$ cat config.mk
export PLATFORM = sky130hd
export DESIGN_NAME = flash_write_combiner
export DESIGN_NICKNAME = d
export VERILOG_FILES = /design/src/sv/fwc_pkg.sv /design/src/sv/fwc_datapath.sv /design/src/sv/fwc_ctrl.sv /design/src/sv/flash_write_combiner.sv
export SDC_FILE = /design/constraint.sdc
export NUM_CORES = 1
export LEC_CHECK = 0
export BUFFER_PORTS_ARGS = -buffer_cell sky130_fd_sc_hd__buf_2
export CELL_PAD_IN_SITES_DETAIL_PLACEMENT = 1
export CELL_PAD_IN_SITES_GLOBAL_PLACEMENT = 1
export CORE_MARGIN = 10
export CORE_UTILIZATION = 30
export DETAILED_ROUTE_END_ITERATION = 16
export PLACE_DENSITY = 0.51
export SLEW_MARGIN = 25
export SYNTH_ARGS = -nofsm -noshare
export SYNTH_HDL_FRONTEND = slang
export SYNTH_SLANG_ARGS = --single-unit
$ cat constraint.sdc
create_clock -name clk -period 5.1 [get_ports clk]
set_clock_uncertainty 0.2 [all_clocks]
set_input_delay 0.51 -clock clk [delete_from_list [all_inputs] [get_ports clk]]
set_output_delay 0.51 -clock clk [all_outputs]
set_load 0.005 [all_outputs]
$ cat src/sv/fwc_pkg.sv
`default_nettype none
package fwc_pkg;

  localparam int BUF_BYTES = 128;
  localparam int BUF_WORDS = BUF_BYTES / 4;
  localparam int WIDX_W    = (BUF_WORDS > 1) ? $clog2(BUF_WORDS) : 1;
  localparam int CNT_W     = $clog2(BUF_BYTES + 1);
  localparam int ADDR_W    = 24;

  localparam logic [7:0] PAD_BYTE = 8'hff;

  localparam logic [1:0] OP_WRITE = 2'd0;
  localparam logic [1:0] OP_FLUSH = 2'd1;
  localparam logic [1:0] OP_CLEAR = 2'd2;

  typedef struct packed {
    logic [1:0]        op;
    logic [ADDR_W-1:0] byte_address;
    logic [7:0]        data_byte;
  } fwc_in_t;

  typedef struct packed {
    logic [ADDR_W-1:0] word_address;
    logic [31:0]       word_data;
    logic              last_word;
  } fwc_out_t;

  // controller -> datapath
  typedef struct packed {
    logic              take;
    logic              rd_en;
    logic              finish;
    logic [WIDX_W-1:0] word_idx;
  } fwc_cmd_t;

  // datapath -> controller
  typedef struct packed {
    logic need_flush;
    logic last;
  } fwc_stat_t;

endpackage
`default_nettype wire

$ cat src/sv/fwc_datapath.sv
`default_nettype none
module fwc_datapath (
  input  wire                logic clk,
  input  wire                logic rst_n,
  input  wire fwc_pkg::fwc_in_t  in_data,
  input  wire fwc_pkg::fwc_cmd_t cmd,
  output fwc_pkg::fwc_stat_t     stat,
  output fwc_pkg::fwc_out_t      out_data
);

  logic [31:0] mem [fwc_pkg::BUF_WORDS];

  logic [fwc_pkg::CNT_W-1:0]  held_r;
  logic [fwc_pkg::CNT_W-1:0]  held_nxt;
  logic [fwc_pkg::ADDR_W-1:0] run_start_r;
  logic [fwc_pkg::ADDR_W-1:0] run_start_nxt;

  logic [fwc_pkg::ADDR_W-1:0] pend_addr_r;
  logic [7:0]                 pend_data_r;
  logic                       pend_write_r;

  logic [31:0]                rd_data_r;
  logic [fwc_pkg::ADDR_W-1:0] out_addr_r;

  logic                       is_write;
  logic                       held_zero;
  logic [fwc_pkg::ADDR_W-1:0] next_addr;
  logic                       brk;
  logic                       fills;
  logic [fwc_pkg::CNT_W-1:0]  held_m1;
  logic [fwc_pkg::WIDX_W-1:0] last_idx;
  logic [fwc_pkg::WIDX_W-1:0] wr_widx;
  logic [1:0]                 wr_lane;
  logic [31:0]                word_pad;

  assign is_write  = (in_data.op == fwc_pkg::OP_WRITE);
  assign held_zero = (held_r == '0);
  assign next_addr = run_start_r + fwc_pkg::ADDR_W'(held_r);
  assign brk       = !held_zero && (in_data.byte_address != next_addr);
  assign fills     = (held_r == fwc_pkg::CNT_W'(fwc_pkg::BUF_BYTES - 1));
  assign wr_widx   = held_r[fwc_pkg::WIDX_W+1:2];
  assign wr_lane   = held_r[1:0];

  // index of the final word held, valid while held_r is nonzero
  assign held_m1   = held_r - fwc_pkg::CNT_W'(1);
  assign last_idx  = held_m1[fwc_pkg::WIDX_W+1:2];

  assign stat.need_flush = (is_write && (brk || fills)) ||
                           ((in_data.op == fwc_pkg::OP_FLUSH) && !held_zero);
  assign stat.last       = (cmd.word_idx == last_idx);

  always_comb begin
    held_nxt      = held_r;
    run_start_nxt = run_start_r;
    if (cmd.take) begin
      case (in_data.op)
        fwc_pkg::OP_WRITE: begin
          if (!brk) begin
            held_nxt = held_r + fwc_pkg::CNT_W'(1);
            if (held_zero) run_start_nxt = in_data.byte_address;
          end
        end
        fwc_pkg::OP_CLEAR: held_nxt = '0;
        default: ;
      endcase
    end else if (cmd.finish) begin
      if (pend_write_r) begin
        held_nxt      = fwc_pkg::CNT_W'(1);
        run_start_nxt = pend_addr_r;
      end else begin
        held_nxt = '0;
      end
    end
  end

  always_ff @(posedge clk) begin
    if (!rst_n) begin
      held_r       <= '0;
      run_start_r  <= '0;
      pend_write_r <= 1'b0;
    end else begin
      held_r      <= held_nxt;
      run_start_r <= run_start_nxt;
      if (cmd.take) pend_write_r <= is_write && brk;
    end
  end

  always_ff @(posedge clk) begin
    if (cmd.take) begin
      pend_addr_r <= in_data.byte_address;
      pend_data_r <= in_data.data_byte;
    end
  end

  // buffer memory: one byte-lane write port, one registered read port
  always_ff @(posedge clk) begin
    if (cmd.take && is_write && !brk) begin
      mem[wr_widx][{wr_lane, 3'b000} +: 8] <= in_data.data_byte;
    end else if (cmd.finish && pend_write_r) begin
      mem[0][7:0] <= pend_data_r;
    end
  end

  always_ff @(posedge clk) begin
    if (cmd.rd_en) begin
      rd_data_r  <= mem[cmd.word_idx];
      out_addr_r <= run_start_r + fwc_pkg::ADDR_W'({cmd.word_idx, 2'b00});
    end
  end

  // pad lanes past the held tail with 0xff
  always_comb begin
    for (int k = 0; k < 4; k++) begin
      if (stat.last && (held_r[1:0] != 2'd0) && (2'(k) >= held_r[1:0])) begin
        word_pad[8*k +: 8] = fwc_pkg::PAD_BYTE;
      end else begin
        word_pad[8*k +: 8] = rd_data_r[8*k +: 8];
      end
    end
  end

  assign out_data.word_address = out_addr_r;
  assign out_data.word_data    = word_pad;
  assign out_data.last_word    = stat.last;

endmodule
`default_nettype wire

$ cat src/sv/fwc_ctrl.sv
`default_nettype none
module fwc_ctrl (
  input  wire                     logic clk,
  input  wire                     logic rst_n,
  input  wire                     logic in_valid,
  output logic                    in_ready,
  output logic                    out_valid,
  input  wire                     logic out_ready,
  input  wire fwc_pkg::fwc_stat_t stat,
  output fwc_pkg::fwc_cmd_t       cmd
);

  typedef enum logic [1:0] {
    ST_IDLE,
    ST_READ,
    ST_EMIT
  } state_t;

  state_t                     state_r, state_nxt;
  logic [fwc_pkg::WIDX_W-1:0] idx_r, idx_nxt;

  assign in_ready     = (state_r == ST_IDLE);
  assign out_valid    = (state_r == ST_EMIT);
  assign cmd.take     = in_valid && in_ready;
  assign cmd.rd_en    = (state_r == ST_READ);
  assign cmd.finish   = out_valid && out_ready && stat.last;
  assign cmd.word_idx = idx_r;

  always_comb begin
    state_nxt = state_r;
    idx_nxt   = idx_r;
    unique case (state_r)
      ST_IDLE: begin
        if (cmd.take && stat.need_flush) begin
          state_nxt = ST_READ;
          idx_nxt   = '0;
        end
      end
      ST_READ: state_nxt = ST_EMIT;
      ST_EMIT: begin
        if (out_ready) begin
          if (stat.last) begin
            state_nxt = ST_IDLE;
          end else begin
            state_nxt = ST_READ;
            idx_nxt   = idx_r + fwc_pkg::WIDX_W'(1);
          end
        end
      end
      default: state_nxt = ST_IDLE;
    endcase
  end

  always_ff @(posedge clk) begin
    if (!rst_n) begin
      state_r <= ST_IDLE;
      idx_r   <= '0;
    end else begin
      state_r <= state_nxt;
      idx_r   <= idx_nxt;
    end
  end

  a_no_take_in_burst: assert property (@(posedge clk) disable iff (!rst_n)
    out_valid |-> !in_ready)
    else $error("input taken during a word burst");

  a_burst_start: assert property (@(posedge clk) disable iff (!rst_n)
    (cmd.take && stat.need_flush) |=> (state_r == ST_READ) && (idx_r == '0))
    else $error("burst did not start at word 0");

  a_stall_hold: assert property (@(posedge clk) disable iff (!rst_n)
    (out_valid && !out_ready) |=> out_valid && $stable(idx_r))
    else $error("word index moved under stall");

  a_step_after_transfer: assert property (@(posedge clk) disable iff (!rst_n)
    (out_valid && out_ready && !stat.last) |=> (state_r == ST_READ) &&
      (idx_r == $past(idx_r) + fwc_pkg::WIDX_W'(1)))
    else $error("word index did not advance after transfer");

endmodule
`default_nettype wire

$ cat src/sv/flash_write_combiner.sv
`default_nettype none
// Write-combining buffer for flash programming. Byte writes (op write) are
// gathered into a 128-byte run held in an internal RAM; each result transfer
// is one 4-byte program word, lowest address in the low byte, with
// last_word set on the final word caused by an input item. A write that does
// not continue the run, a flush op on a nonempty run, or the write that fills
// the buffer starts a burst of up to 32 words; a partial tail word is padded
// with 0xff (except after a fill, which has none). A clear op drops the run;
// op code 3 and flush/clear on an empty run give nothing. Throughput: items
// that emit nothing are taken back to back, so bytes stream at one per clock
// while no burst runs. During a burst the buffer RAM, which has one read port,
// reads each word into the output register in the read state, and the word is
// held there in the emit state until its transfer, however long the output
// stalls. in_ready stays low for the whole burst. The buffer needs no clearing pass after reset.
module flash_write_combiner (
  input  wire                   logic clk,
  input  wire                   logic rst_n,
  input  wire                   logic in_valid,
  output logic                  in_ready,
  input  wire fwc_pkg::fwc_in_t in_data,
  output logic                  out_valid,
  input  wire                   logic out_ready,
  output fwc_pkg::fwc_out_t     out_data
);

  fwc_pkg::fwc_cmd_t  cmd;
  fwc_pkg::fwc_stat_t stat;

  // sequencing: idle / read word / present word
  fwc_ctrl u_ctrl (
    .clk       (clk),
    .rst_n     (rst_n),
    .in_valid  (in_valid),
    .in_ready  (in_ready),
    .out_valid (out_valid),
    .out_ready (out_ready),
    .stat      (stat),
    .cmd       (cmd)
  );

  // run buffer, held count, run start, output word forming
  fwc_datapath u_dp (
    .clk      (clk),
    .rst_n    (rst_n),
    .in_data  (in_data),
    .cmd      (cmd),
    .stat     (stat),
    .out_data (out_data)
  );

endmodule
`default_nettype wire
### After elaboration in Yosys (flattened, before gate mapping)

Memory sizes are Yosys's and may differ from the RTL's. A register that Yosys moved wholly into a read port is not among the register bits.
Cells that the tools add are included.

* logic and storage cells: 99
* memory bits (writable): 1024
* register bits after elaboration: 96
* output and inout port bits: 59
* memories kept: 1

* add/sub/neg operators: 6
* shifts and indexed selects: 2
* reductions and logical operators: 32
* eq/ne operators: 15
* multiplexer cells: 31
* magnitude comparators: 4

Memories
* u_dp.mem: depth 32, bits a word 32, rd ports 1, clocked after Yosys merged registers in 1, wr ports 1, RTL line fwc_datapath.sv:11 `logic [31:0] mem [fwc_pkg::BUF_WORDS];`

Operator list (count)
* 24-bit 2-to-1 mux: 6
* 32-bit 2-to-1 mux: 3
* 8-bit 2-to-1 mux: 7
* 32-bit OR reduction: 1
* 8-bit by 7-bit variable shift with 32-bit output (first input constant): 1
* 8-bit by 7-bit variable part select with 32-bit output: 1
* 24-bit by 7-bit adder with 24-bit output: 1
* 24-bit by 8-bit adder with 24-bit output: 1
* 24-bit != test: 1
* 5-bit 2-to-1 mux: 4
* 1-bit logical AND: 16
* 8-bit one-hot mux with 2 select lines: 1
* 5-bit one-hot mux with 2 select lines: 1
* 8-bit by 1-bit adder with 8-bit output (second input constant): 1
* 8-bit by 7-bit == test with 1-bit output (second input constant): 1
* 8-bit zero test: 1
* 2-bit != test (second input constant): 4
* 2-bit nonzero test: 4
* 5-bit negation with 7-bit output: 1
* 7-bit by 1-bit subtractor with 7-bit output (second input constant): 1
* 1-bit 2-to-1 mux: 6
* 2-bit one-hot mux with 3 select lines: 1
* 5-bit by 1-bit adder with 5-bit output (second input constant): 1
* 5-bit == test: 1
* 15 further kinds: 24

### Longest topological paths before layout

* word-level depth: 9
* mapped depth: 14

### Cells and area by module

Synthesis repeated with hierarchy kept, for this count alone.

* cells, all modules: 2316
* area, all modules: 46588.4 sq um

By module, submodules not included
* fwc_datapath: cells an instance 2271, times used 1, area each 46203.1 sq um, seq. area each 34052.7 sq um
* fwc_ctrl: cells an instance 45, times used 1, area each 385.4 sq um, seq. area each 140.1 sq um

### Worst setup path before layout

OpenSTA, ideal clock, no wires.

* kind: flip-flop to flip-flop
* start point: register u_dp.held_r[0] (netlist name)
* end point: memory u_dp.mem[11][10], enable pin
* cell stages (with the launch flop): 14
* period minus slack after synthesis: 4.157 ns
* slack: 0.943 ns
* path buffers: 2
* data arrival time: 3.587 ns
* cell sequence: dfxtp_1 -> ha_1 -> fa_1 -> a211oi_1 -> o211ai_1 -> nand3_1 -> or4_1 -> a21oi_1 -> or4b_1 -> o21bai_1 -> buf_2 -> nand3_1 -> clkbuf_1 -> nor2_1

* longest elaborated chain between the ends: 9
* elaborated cells on any way between the ends: 21
* classes of those cells: add/sub (3); eq/ne (2); shift (1); mux (7); reduce/logical (8)

RTL lines
* start, declared: RTL line fwc_datapath.sv:13 `logic [fwc_pkg::CNT_W-1:0] held_r;`
* start signal, assigned: RTL line fwc_datapath.sv:82 `held_r <= held_nxt;`
* 24-bit by 8-bit adder with 24-bit output, or another cell as far along: RTL line fwc_datapath.sv:38 `assign next_addr = run_start_r + fwc_pkg::ADDR_W'(held_r);`
* 24-bit != test, or another cell as far along: RTL line fwc_datapath.sv:39 `assign brk = !held_zero && (in_data.byte_address != next_addr);`
* 1-bit logical AND (on tied branches): RTL line fwc_datapath.sv:39, fwc_ctrl.sv:26
* 1-bit zero test / 1-bit logical AND (equally long branches)
* 1-bit logical AND / 1-bit 2-to-1 mux (equally long branches): RTL line fwc_datapath.sv:97, fwc_datapath.sv:99
* 1-bit 2-to-1 mux: RTL line fwc_datapath.sv:97 `if (cmd.take && is_write && !brk) begin`
* 1-bit 2-to-1 mux (not written as such): RTL line fwc_datapath.sv:100 `mem[0][7:0] <= pend_data_r;`
* 32-bit OR reduction (no source line)
* 5-bit 2-to-1 mux (no source line) / 32-bit 2-to-1 mux (equally long branches)
* end, declared: RTL line fwc_datapath.sv:11

Parallel ways exist; a longest one is shown, timed or not.

### Worst setup path in the final report

* start point: register u_dp.held_r[1] (netlist name)
* end point: memory u_dp.mem[4][18] (data pin)

* longest elaborated chain between the ends: 3

RTL lines
* 5-bit negation with 7-bit output: RTL line fwc_datapath.sv:98 `mem[wr_widx][{wr_lane, 3'b000} +: 8] <= in_data.data_byte;`
* 8-bit by 7-bit variable part select with 32-bit output: RTL line fwc_datapath.sv:98
* 32-bit 2-to-1 mux (no source line)

No other way between the ends. The select of a mux whose other input is x is not followed.

==> metrics list <==
- Maximum capacitance violations: 0
- Based on the critical path, the design can be clocked at up to between 200 and 250 MHz.
- Yosys printed 0 warnings.
* Clock tree from TritonCTS: built
- Across every metal layer, demand over resource in global routing totals 14.6%.
* Critical R2R Launch: u_dp.held_r[1]
- Main synth FF type: edfxtp_1
* Final-layout fill cell count: roughly 15000
- Clock transition at path regs: around 0.060 ns
- A synthesized cell averages around 20 um^2.
* Vias per std cell: slightly below 5
- For the worst-skew pair, the clock arrives at the later sink with an insertion delay of between 0.7 and 0.8 ns.
- Together, buffers and inverters on the worst path number 3.
- At the end of the flow, the number of nets in the layout was 2690.
- Largest incremental delay on the critical path: between 1 and 1.5 ns
* Number of enable flip-flop cells after synthesis: between 1000 and 1500
- The worst path meets setup with around 0.27 ns of slack.
- Pin placement for this block handled slightly below 100 I/O pins.
* Family with the most delay on the worst path: simple AND/OR/NAND/NOR gates
- Kind of path behind the tightest hold check: in2reg
* Stages on worst setup path: 12
- The HPWL after detailed placement is approximately 80000 um.
- In this run the power spent charging and discharging nets is 4.18 mW.
- After technology mapping, the gate count stands at 2324.
* Unrepaired setup endpoints after global routing: false
- The share of total power dissipated in combinational logic is 4.1%.
* Internal Pwr Total: between 15 and 20 mW
* Transition time of the tightest slew-check pin: 1.21 ns
- For the worst setup path, the data required time is 5.38 ns.
* Final number of setup-violating endpoints: 0
- The setup check on the worst reg-to-reg path leaves a slack of around 0.27 ns.
- After detailed routing, the total wire length is approximately 130000 um.
* Total CTS buffers: approximately 120
* Via count of the first global-routing pass: 25000
- Cell variety after synth: 66
- The number of nets handed over by synthesis was about 2400.
- Pre-Repair DR Iteration Count: 5
- Setup TNS after final layout: 0 ns
- Registers are responsible for a little over half of the overall power.
- After synthesis, the largest area contributor takes up between 70 and 80% of total cell area.
* Layout cell share with drive strength beyond 1: between 30% and 40%
- Worst setup path category: reg2reg
- In the final routed layout, each cell accounts on average for around 26 um.
- Largest voltage drop on the vdd net: roughly 0.28 mV
- Port buffering added between 90 and 100 buffers.
- In this run the remaining antenna-violating nets after routing total 0.
* Critical-path top delay cell: nor3_1
- Leakage: 17.1 nW
- Switching share of total power: a little over a fifth
* Series of cell instances along the critical path: inv_1 > ha_1 > nor3b_2 > mux2_2 > mux2i_1 > a2111oi_2 > buf_4 > and3_1 > and2_1 > nor3_1 > and2_1 > buf_4
- The number of setup buffers added after CTS is 0.
- Largest net degree at the start of global routing: between 150 and 200
* Number of failing hold endpoints at the final stage: 0
- Dividing the final minimum period by the clock period gives approximately 95%.
- Endpoint type of the worst setup path: register
- Bufs on Longest Clock Path: 3
* Dominant cells by area after synthesis: edfxtp_1 (72%), mux4_2 (16%), dfxtp_1 (1.7%)
- Wire length of the first global-routing pass: approximately 180000 um
- The critical path starts at u_dp.held_r[1].
- Max-slew violation total from the final report: 0
- Routed length on met2: about 60000 um
* Outcome: completed
- The worst path needs ~4.8 ns of the cycle, external delays included.
- Of the synthesized area, sequential elements account for about three quarters.
- Number of violations reported at the end of detailed-routing iteration 0: ~2300
- Aggregate global routing overflow: 0
* Number of antenna violations at the first check in global routing: 9
* Uppermost routed layer: met5
- The worst pin sits at a relative slew slack of approximately a fifth.
- Starting density of the core: between 30% and 40%
* Cell taking the most area after synthesis: edfxtp_1
- The die is 413 um tall.
- After floorplanning, the core was divided into ~140 placement rows.
* Pwr dens: 366 mW/mm^2
- Count of unresolved DRC violations after routing: 0
- Async set-reset flop share out of synthesis: 0%
- End point of the critical path: u_dp.mem[4][18]
- Total via count in the routed design: roughly 23000
- Relative to the synthesized area, the layout overhead comes to 17.9%.
* Wire length on met3: approximately 7300 um
- Once the clock tree was built, the resizer swapped 0 gates to a different size.
* Synthesized area: approximately 0.046 mm^2
- Clock network fraction of total power: 43.5%
- For the worst setup path, the data arrival time is a little over 5 ns.
- Die area: 0.170 mm^2
- R2R depth: 12
* Count of state elements after synthesis: roughly 1200
- The endpoint identified for the worst register-to-register timing path is u_dp.mem[4][18].
- Before CTS, the worst setup slack after placement is a little under 0.4 ns.
* Biggest fanout along the worst timing path: 32
- In the final routing, the length of wire on met1 measures between 50000 and 60000 um.
- Routability-driven placement finished with a final weighted congestion of 0.790.
- The region available for standard cell placement spans ~0.15 mm^2.
- Die outline width: just over 400 um
- CTS root buf: clkbuf_16
* Number of levels in the clock H-tree: 3
- The worst setup path is launched from a register.
- For this design, the sink count on the clock tree is 1152.
[final cells by class]
cell class                      instances  area (um^2)  share of cell area [%]
Sequential cell                      1152        34200                    62.7
Multi-Input combinational cell       1016        11500                    21.1
Clock inverter                         64          661                    1.21
Tap cell                             2044         2560                    4.69
Antenna cell                            4         10.0                  0.0184
Timing Repair Buffer                  322         2320                    4.26
Inverter                               19         71.3                   0.131
Clock buffer                          153         3210                    5.88
[power groups by stage]
stage | clock (mW) | combinational, mW | sequential [mW]
after global placement | 0 | 0.785 | 10.7
final | 8.67 | 0.812 | 10.5
after detailed placement | 0 | 0.804 | 10.7
after CTS | 8.92 | 0.833 | 10.5
after global routing | 9.31 | 0.886 | 10.5
after floorplan | 0 | 0.492 | 10.6
[synthesized netlist by cell type (all sizes together), types with 4 or more instances]
cell type,number
mux2i,6
mux2,33
nand2b,5
nor2,179
nand4,7
a311oi,24
nor2b,7
nand3,39
xnor2,36
and2,29
mux4,320
edfxtp,1112
nor4,7
buf,44
a41o,4
xor2,20
or3,9
o21a,4
o31ai,6
or2,36
o2111ai,4
and3,7
clkbuf,93
or4b,4
a31oi,8
o21ai,11
dfxtp,40
a21oi,23
inv,19
a21o,4
ha,20
nor3,18
o311a,4
nand2,105
[repair_timing]
| action | in CTS | in global routing |
|---|---|---|
| hold buffers | 36 | 0 |
| hold endpoints to repair | 66 | 0 |
| setup endpoints to repair | 0 | 0 |
[worst min path at each step]
stage | depth (start not counted) | from | end
2_1_floorplan | 0 | u_dp.run_start_r[0] | u_dp.out_addr_r[0]
3_3_place_gp | 0 | u_dp.run_start_r[0] | u_dp.out_addr_r[0]
3_5_place_dp | 0 | u_dp.run_start_r[0] | u_dp.out_addr_r[0]
4_1_cts | 6 | in_valid | u_ctrl.idx_r[1]
5_1_grt | 6 | in_valid | u_ctrl.idx_r[1]
6_report | 6 | in_valid | u_ctrl.idx_r[1]
[through the flow]
stage	cell area (um^2)	instances	power (mW)	hold slack [ns]	util, %
global route	54500	4773	20.6	0.203	35.5
finish	54500	4774	19.9	0.177	35.5
detailed placement	50300	4517	11.5	0.270	32.7
global placement	50300	4517	11.4	0.287	32.7
floorplan	46300	2324	11.1	0.237	-
CTS	54500	4770	20.2	0.117	35.5
[cells by family after synthesis]
| group | count (synthesis) | share of synthesized area [%] |
|---|---|---|
| XOR/XNOR | 56 | 1.06 |
| buffers and inverters | 156 | 1.32 |
| flip-flops | 1152 | 73.9 |
| multiplexers | 359 | 16.5 |
| AO/OA/AOI/OAI | 118 | 1.87 |
| AND/OR/NAND/NOR | 461 | 4.68 |
| adder cells (fa/ha/maj) | 22 | 0.628 |
[routing by layer]
| metal | up-vias | GRT usage, % |
|---|---|---|
| li1 | 10100 | - |
| met1 | 12600 | 20.2 |
| met2 | 592 | 23.2 |
| met3 | 156 | 3.16 |
| met4 | 4 | 4.20 |
| met5 | - | 0 |
[worst register-to-register path: stages, from the launching register on]
cell and delay, ns:
dfxtp_1 0.45, inv_1 0.25, ha_1 0.21, nor3b_2 0.33, mux2_2 0.38, mux2i_1 0.18
a2111oi_2 0.09, buf_4 0.16, and3_1 0.20, and2_1 0.40, nor3_1 1.06, and2_1 0.24
buf_4 0.37
[flip-flops by register name, indices dropped and copies added, names as in the netlist]
name / cells
u_dp.pend_data_r: 8
u_dp.held_r: 8
u_dp.out_addr_r: 24
u_ctrl.idx_r: 5
u_dp.pend_write_r: 1
u_dp.pend_addr_r: 24
u_ctrl.state_r: 2
u_dp.run_start_r: 24
u_dp.mem: 1024
u_dp.rd_data_r: 32
[placed cells by master (no fill, tap or decap), types with 18 or more instances in the layout]
| cell | Yosys | layout |
|---|---|---|
| edfxtp_1 | 1112 | 1112 |
| mux4_2 | 320 | 320 |
| buf_4 | 0 | 184 |
| nor2_1 | 179 | 178 |
| clkbuf_16 | 0 | 120 |
| nand2_1 | 104 | 104 |
| buf_2 | 14 | 96 |
| nand3_1 | 39 | 39 |
| xnor2_1 | 36 | 36 |
| or2_2 | 36 | 36 |
| dlygate4sd3_1 | 0 | 36 |
| dfxtp_1 | 40 | 35 |
| mux2_2 | 33 | 33 |
| and2_1 | 29 | 29 |
| clkbuf_1 | 93 | 25 |
| a311oi_1 | 24 | 24 |
| a21oi_1 | 23 | 23 |
| clkinv_1 | 0 | 21 |
| xor2_1 | 20 | 20 |
| ha_1 | 20 | 20 |
| clkinv_2 | 0 | 20 |
| inv_1 | 18 | 18 |
(Power assumes the default switching activity.)
